--- config.mk ---
export PLATFORM = sky130hd
export DESIGN_NAME = stfl_ram
export DESIGN_NICKNAME = d
export VERILOG_FILES = /design/src/hw/rtl/stfl_ram.sv
export SDC_FILE = /design/constraint.sdc
export NUM_CORES = 1
export LEC_CHECK = 0
export BUFFER_PORTS_ARGS = -buffer_cell sky130_fd_sc_hd__buf_2
export CORE_AREA = 2 2 99 101
export CTS_BUF_LIST = sky130_fd_sc_hd__clkbuf_2 sky130_fd_sc_hd__clkbuf_4 sky130_fd_sc_hd__clkbuf_8
export DETAILED_ROUTE_END_ITERATION = 10
export DIE_AREA = 0 0 101 103
export GPL_TIMING_DRIVEN = 1
export PLACE_DENSITY_LB_ADDON = 0.1
export SETUP_SLACK_MARGIN = 0.2
export SLEW_MARGIN = 20
export SYNTH_ARGS = -nofsm -noshare
export SYNTH_HDL_FRONTEND = slang
export SYNTH_SLANG_ARGS = --single-unit
--- constraint.sdc ---
create_clock -name clock -period 5.1 [get_ports clock]
set_clock_uncertainty 0.1 [all_clocks]
set_input_delay 1.02 -clock clock [delete_from_list [all_inputs] [get_ports clock]]
set_output_delay 1.02 -clock clock [all_outputs]
set_load 0.1 [all_outputs]
--- src/hw/rtl/stfl_ram.sv ---
// ----------------------------------------------------------------------------
// stfl_ram
// Generic single-write, single-read RAM with registered read data.
// ----------------------------------------------------------------------------
module stfl_ram #(
   parameter int WIDTH = 8,
   parameter int DEPTH = 16
) (
   input  logic                     clock,
   input  logic                     wr_en,
   input  logic [$clog2(DEPTH)-1:0] wr_addr,
   input  logic [WIDTH-1:0]         wr_data,
   input  logic                     rd_en,
   input  logic [$clog2(DEPTH)-1:0] rd_addr,
   output logic [WIDTH-1:0]         rd_data
);

   logic [WIDTH-1:0] mem_ff [DEPTH];
   logic [WIDTH-1:0] rd_data_ff;

   always_ff @(posedge clock) begin
      if (wr_en) begin
         mem_ff[wr_addr] <= wr_data;
      end
      if (rd_en) begin
         rd_data_ff <= mem_ff[rd_addr];
      end
   end

   assign rd_data = rd_data_ff;

endmodule

==> results.tsv, run 1 <==
metric	value	unit
status	finished clean	
period_share	48.53	%
synth-async-reset-ratio	0	%
die-area	0.01040	mm²
routedWlPerCell	25.01	µm
synth_common_cells	edfxtp_1, mux4_2, a22oi_1	
crit_path_end_kind	flip-flop	
clk_latency	420	ps
critPathKind	in2reg	
slew_headroom	26.43	%
ctsRootBufferMaster	clkbuf_8	
ys_seq_area_share	78.12	%
utilization	61.76	%
worst_ep_arrival_time	2530	ps
die_w	101	µm
hpwl	5991	µm
drive_gt1_share	28.42	%
grt_overflow	0	
synth_top_area_share	78.12	%
htree_levels	4	
grt_pass1_wl	14590	µm
rsz0062_at_grt	false	
worstMarginPinSlew	1099	ps
grt_max_degree	33	
rows	36	
cts_tree	yes	
antennaDiodeCount	0	
gp_congestion	0.7454	
drt_pre_antenna_iters	4	
cts_buffer_depth	2	
syn_area	0.005228	mm²
fin_ws	2625	ps
hold_viol_final	0	
post-cts-setup-buffer-count	0	
period_minus_slack	2475	ps
area_delta_synth_final	11.75	%
drtIter0Drc	203	
grt_use_total	20.85	%
ys.flop_type	edfxtp_1	
cts_hold_buf	0	
io_pins	27	
crit_fanout	32	
fmax	0.4040	GHz
antenna_found_initial	0	
ir_drop	0.2047	mV
hp-class	reg2reg	
cts_sinks	136	
yosysUniqueCellTypes	18	
cts_buffers	17	
syn_area_per_cell	22.83	µm²
synth_nets	248	
portBuffers	26	
die-height	103	µm
drc_errors	0	
synth_top_cell_by_area	edfxtp_1	
yosys_warnings	0	
drt-total-wl	9805	µm
maxSlewViolCount	0	
vias	2378	
cp.required	5150	ps
viasPerCell	6.066	
clk_pin_slew	70	ps
post-place-ws	1810	ps
synthTopCellsByArea	edfxtp_1, mux4_2, mux4_1, a22oi_1, nor2_1	
fin_nets	285	
ctsResizeCount	0	
drtAntennaViolNets	0	
p_leak	1.916	nW
yosysMostFrequentCell	edfxtp_1	
syn-instance-count	229	
cap_violations	0	
final-setup-viol-count	0	
grt_pass1_vias	2397	
synth-edff-count	136	
initial_core_util	55.26	%
start_kind	input pin	
tns	0	ps
coreArea	0.009459	mm²
power.density	390.2	mW/mm²
ys_ff_latch	136	
==> final timing paths <==
kind | endpoint | slack [ps] | cells past startpoint | startpoint
worst max-delay path | rd_data[7]$_DFFE_PP_ | 2620 | 4 | rd_addr[0]
worst min-delay path | rd_data[1]$_DFFE_PP_ | 650 | 3 | mem_ff[8][1]$_DFFE_PP_
worst max register to register | rd_data[7]$_DFFE_PP_ | 3500 | 3 | mem_ff[11][7]$_DFFE_PP_
worst min register to register | rd_data[1]$_DFFE_PP_ | 650 | 3 | mem_ff[8][1]$_DFFE_PP_
==> registers in the layout (all words and copies together), names as in the netlist <==
signal   count
mem_ff     128
rd_data      8
==> power breakdown <==
group / total [mW] / internal [mW] / switching [mW]
Combinational: 0.148 / 0.0439 / 0.104
Sequential: 1.26 / 1.26 / 0.00621
Clock: 0.867 / 0.483 / 0.384
==> area by class of cell <==
type | instances | area (µm²)
flip-flops and latches | 136 | 4084
fillers | 668 | 3617
multi-input cells | 83 | 1070
clock buffers | 18 | 241.5
clock inverters | 13 | 156.4
repair buffers | 28 | 147.6
well taps | 114 | 142.6
==> metrics by stage <==
stage               hold WS, ps  area, µm²  cells  power (mW)
detailed placement        646.6       5439    361       1.439
finish                    651.5       5842    392       2.279
CTS                       664.4       5837    392       2.294
global route              697.0       5842    392       2.353
floorplan                 604.8       5228    229       1.391
global placement          641.5       5439    361       1.436
==> cells in the final DEF, fill, tap and decap left out, types with 2 or more instances in the layout <==
cell type	count
buf_4	3
mux4_1	14
clkinv_4	3
clkinv_1	2
nand3b_1	2
nand2b_1	2
mux4_2	18
nor3_2	2
clkbuf_8	17
clkinvlp_4	3
nand2_1	9
clkinv_2	2
a22oi_1	16
buf_2	25
nor2_1	12
bufinv_16	3
nor3_1	2
edfxtp_1	136
==> worst max-delay path: stages <==
cell and delay [ps]:
buf_4 480, mux4_2 580, a22oi_1 330, nand2_1 80
==> kinds of logic (layout without fill, tap and decap cells) <==
group	Yosys count	after routing	share of synthesized area (%)
muxes	32	32	14.79
AOI/OAI and AO/OA	16	16	2.298
and+or+nand+nor	35	35	3.136
DFF	136	136	78.12
buffers and inverters	10	59	1.651
==> metal layers <==
layer / routed length [µm] / vias to the layer above / GRT usage, %
met5: 0 / - / 0
met4: 72 / 0 / 5.301
met3: 475 / 4 / 6.983
met2: 4689 / 72 / 30.97
met1: 4568 / 1249 / 30.54
li1: - / 1053 / -
No activity file was read; power rests on OpenSTA's default activity.
==> inputs of run 2 (changes only) <==
--- a/config.mk
+++ b/config.mk
@@ -5,11 +5,12 @@
 export SDC_FILE = /design/constraint.sdc
 export NUM_CORES = 1
 export LEC_CHECK = 0
+export ABC_AREA = 1
 export BUFFER_PORTS_ARGS = -buffer_cell sky130_fd_sc_hd__buf_2
-export CORE_AREA = 2 2 99 101
+export CORE_AREA = 2 2 105 107
 export CTS_BUF_LIST = sky130_fd_sc_hd__clkbuf_2 sky130_fd_sc_hd__clkbuf_4 sky130_fd_sc_hd__clkbuf_8
 export DETAILED_ROUTE_END_ITERATION = 10
-export DIE_AREA = 0 0 101 103
+export DIE_AREA = 0 0 107 109
 export GPL_TIMING_DRIVEN = 1
 export PLACE_DENSITY_LB_ADDON = 0.1
 export SETUP_SLACK_MARGIN = 0.2
==> constraint.sdc (replaced) <==
create_clock -name clock -period 2.3 [get_ports clock]
set_clock_uncertainty 0.1 [all_clocks]
set_input_delay 0.46 -clock clock [delete_from_list [all_inputs] [get_ports clock]]
set_output_delay 0.46 -clock clock [all_outputs]
set_load 0.1 [all_outputs]
==> run 2 against run 1 <==
Compared with the run above: global-route usage increased by 3.6 points; clock power increased to 2.5 times the previous value; combinational power increased to 2.9 times the previous value; via count increased by 61%; critical endpoint is now rd_data[4]; die area increased by 12%; utilization increased by 0.49 points.
==> results.tsv, run 2 <==
metric	value	unit	change
cp_top_family	buffers and inverters		was multiplexers
grt_max_degree	65		was 33
cap_violations	0		unchanged
critPathBufInv	1		unchanged
place_area	0.006153	mm²	was 0.005439 mm²
slew_headroom	56.72	%	was 26.43%
cts_sinks	136		unchanged
fin_cells	744		was 392
cp_slowest_stage_delay	430	ps	was 580 ps
rsz0062_at_grt	false		unchanged
synth_common_cells	nand2_1, edfxtp_1, inv_1		was edfxtp_1, mux4_2, a22oi_1
drc_errors	0		unchanged
cp.required	1740	ps	was 5150 ps
period_minus_slack	1786	ps	
area_delta_synth_final	12.88	%	was 11.75%
grt_use_total	24.44	%	was 20.85%
post-place-ws	267.0	ps	was 1810 ps
fillers	864		was 668
yosys_warnings	0		unchanged
ys.flop_type	edfxtp_1		unchanged
hp-class	in2reg		was reg2reg
timing.hold.ws	279.2	ps	was 651.5 ps
start_kind	flip-flop		was input pin
viasPerCell	5.142		was 6.066
yosysUniqueCellTypes	11		was 18
initial_core_util	55.15	%	was 55.26%
power_frac_clock	40.5	%	was 38.0%
cts_buffers	17		unchanged
stdcell_area	0.006600	mm²	was 0.005842 mm²
slowest_stage	buf_2		was mux4_2
synth.area.mux_share	0	%	was 14.79%
power.density	820.7	mW/mm²	was 390.2 mW/mm²
grt_pass1_wl	20400	µm	was 14,590 µm
clk_pin_slew	80	ps	was 70 ps
worst_ep_arrival_time	1230	ps	was 2530 ps
hold_viol_final	0		unchanged
cp-startpoint	rd_data[4]$_DFFE_PP_		was rd_addr[0]
largest_register_ffs	128		unchanged
syn-instance-count	551		was 229
synth_top_cell_by_area	edfxtp_1		unchanged
fmax	0.5598	GHz	
power_switching	1.240	mW	was 494.5 µW
synth_nets	570		was 248
p_int	4.177	mW	was 1.785 mW
maxSlewViolCount	0		unchanged
ctsResizeCount	0		unchanged
drtIter0Drc	254		was 203
ctsRootBufferMaster	clkbuf_8		unchanged
vias	3826		was 2,378
drive_gt1_share	12.75	%	was 28.42%
ys_ff_latch	136		unchanged
grt_overflow	0		unchanged
post-cts-setup-buffer-count	0		unchanged
drt-total-wl	12970	µm	was 9805 µm
critPathKind	reg2out		was in2reg
synth_simple_gate_area_share	20.76	%	was 3.135%
syn_area_per_cell	10.61	µm²	was 22.83 µm²
routedWlPerCell	17.44	µm	was 25.01 µm
seqCellArea	0.004084	mm²	unchanged
cts_tree	yes		unchanged
worstPathCellList	buf_2		was buf_4 -> mux4_2 -> a22oi_1 -> nand2_1
p_seq_share	51.8	%	was 55.5%
grt_pass1_vias	3748		was 2,397
hpwl	7941	µm	was 5991 µm
multi_input_area	0.001214	mm²	was 0.001070 mm²
pwr-share-comb	7.8	%	was 6.5%
coreArea	0.01060	mm²	was 0.009459 mm²
die-area	0.01166	mm²	was 0.01040 mm²
antennaDiodeCount	0		unchanged
fin_nets	610		was 285
p_leak	2.860	nW	was 1.916 nW
largest_register	mem_ff		unchanged
io_pins	27		unchanged
clk_latency	440	ps	was 420 ps
finalPower	5.417	mW	was 2.279 mW
synthTopCellsByArea	edfxtp_1, nand2_1, nand3_1, inv_1, buf_6		was edfxtp_1, mux4_2, mux4_1, a22oi_1, nor2_1
gp_congestion	0.8408		was 0.7454
worstHoldStart	rd_en		was mem_ff[8][1]$_DFFE_PP_
placed_cells	712		was 361
die-height	109	µm	was 103 µm
tns	0	ps	unchanged
p_sw_share	22.89	%	was 21.70%
cts_buffer_depth	2		unchanged
drt_pre_antenna_iters	4		unchanged
status	finished clean		unchanged
synth-adder-area-share	0	%	unchanged
utilization	62.25	%	was 61.76%
final-setup-viol-count	0		unchanged
synth-async-reset-ratio	0	%	unchanged
synth_top_family_by_area	simple AND/OR/NAND/NOR gates		was multiplexers
final_common_cell	nand2_1		was edfxtp_1
crit_fanout	1		was 32
antenna_found_initial	0		unchanged
final_cell_mix	nand2_1, edfxtp_1, inv_1		was edfxtp_1, buf_2, mux4_2
rows	38		was 36
synth_compound_area_share	0	%	was 2.298%
reg2reg_from	mem_ff[0][2]$_DFFE_PP_		was mem_ff[11][7]$_DFFE_PP_
worstMarginPinSlew	646.9	ps	was 1099 ps
synth_top_area_share	69.85	%	was 78.12%
yosysMostFrequentCell	nand2_1		was edfxtp_1
ir_drop	0.4461	mV	was 0.2047 mV
ys_seq_area_share	69.85	%	was 78.12%
fin_ws	513.5	ps	was 2625 ps
die_w	107	µm	was 101 µm
drtAntennaViolNets	0		unchanged
synth-edff-count	136		unchanged
portBuffers	26		unchanged
synth-xor-area-share	0	%	unchanged
crit_path_end_kind	output pin		was flip-flop
period_share	77.67	%	
cts_hold_buf	0		unchanged
htree_levels	4		unchanged
syn_area	0.005847	mm²	was 0.005228 mm²
## run 2: cell types whose count changed in the layout (fill, tap and decap cells not counted), moves of 2 or more
cell and change:
a22oi_1 -16, nand3_1 +96, nor2_1 +5, nand2b_1 -2, bufinv_16 +2, buf_4 +14
buf_12 +2, inv_2 +2, mux4_2 -18, mux4_1 -14, inv_1 +100, nor3_1 -2
nor3_2 -2, nand2_1 +164
## run 2: final cells by class
class / instances / share of cell area (%)
Clock buffer: 18 / 3.659
Clock inverter: 14 / 3.109
Inverter: 102 / 5.801
Multi-Input combinational cell: 289 / 18.39
Sequential cell: 136 / 61.88
Tap cell: 140 / 2.654
Timing Repair Buffer: 45 / 4.512
## run 2: logic make-up after synthesis
group	Yosys count
and+or+nand+nor	289
buffers and inverters	126
DFF	136
## run 2: metal layers
layer,vias up,share of wire [%],GRT usage [%]
li1,1861,-,-
met5,-,0,0
met1,1819,42,31.73
met3,22,5.7,4.543
met2,124,50,41.26
met4,0,1.8,9.462
## run 2: worst paths after layout
| kind | to | depth (start not counted) | slack (ps) |
|---|---|---|---|
| worst max-delay path | rd_data[4] | 1 | 510 |
| worst min-delay path | rd_data[0]$_DFFE_PP_ | 1 | 280 |
| worst max register to register | rd_data[2]$_DFFE_PP_ | 6 | 1000 |
| worst min register to register | rd_data[7]$_DFFE_PP_ | 6 | 670 |
## run 2: power by group through the flow
stage	Combinational [mW]	Sequential [mW]	Clock, mW
after global routing	0.458	2.81	2.31
final	0.422	2.80	2.19
after floorplan	0.196	2.94	0
after detailed placement	0.422	2.86	0
after CTS	0.424	2.80	2.21
after global placement	0.419	2.86	0
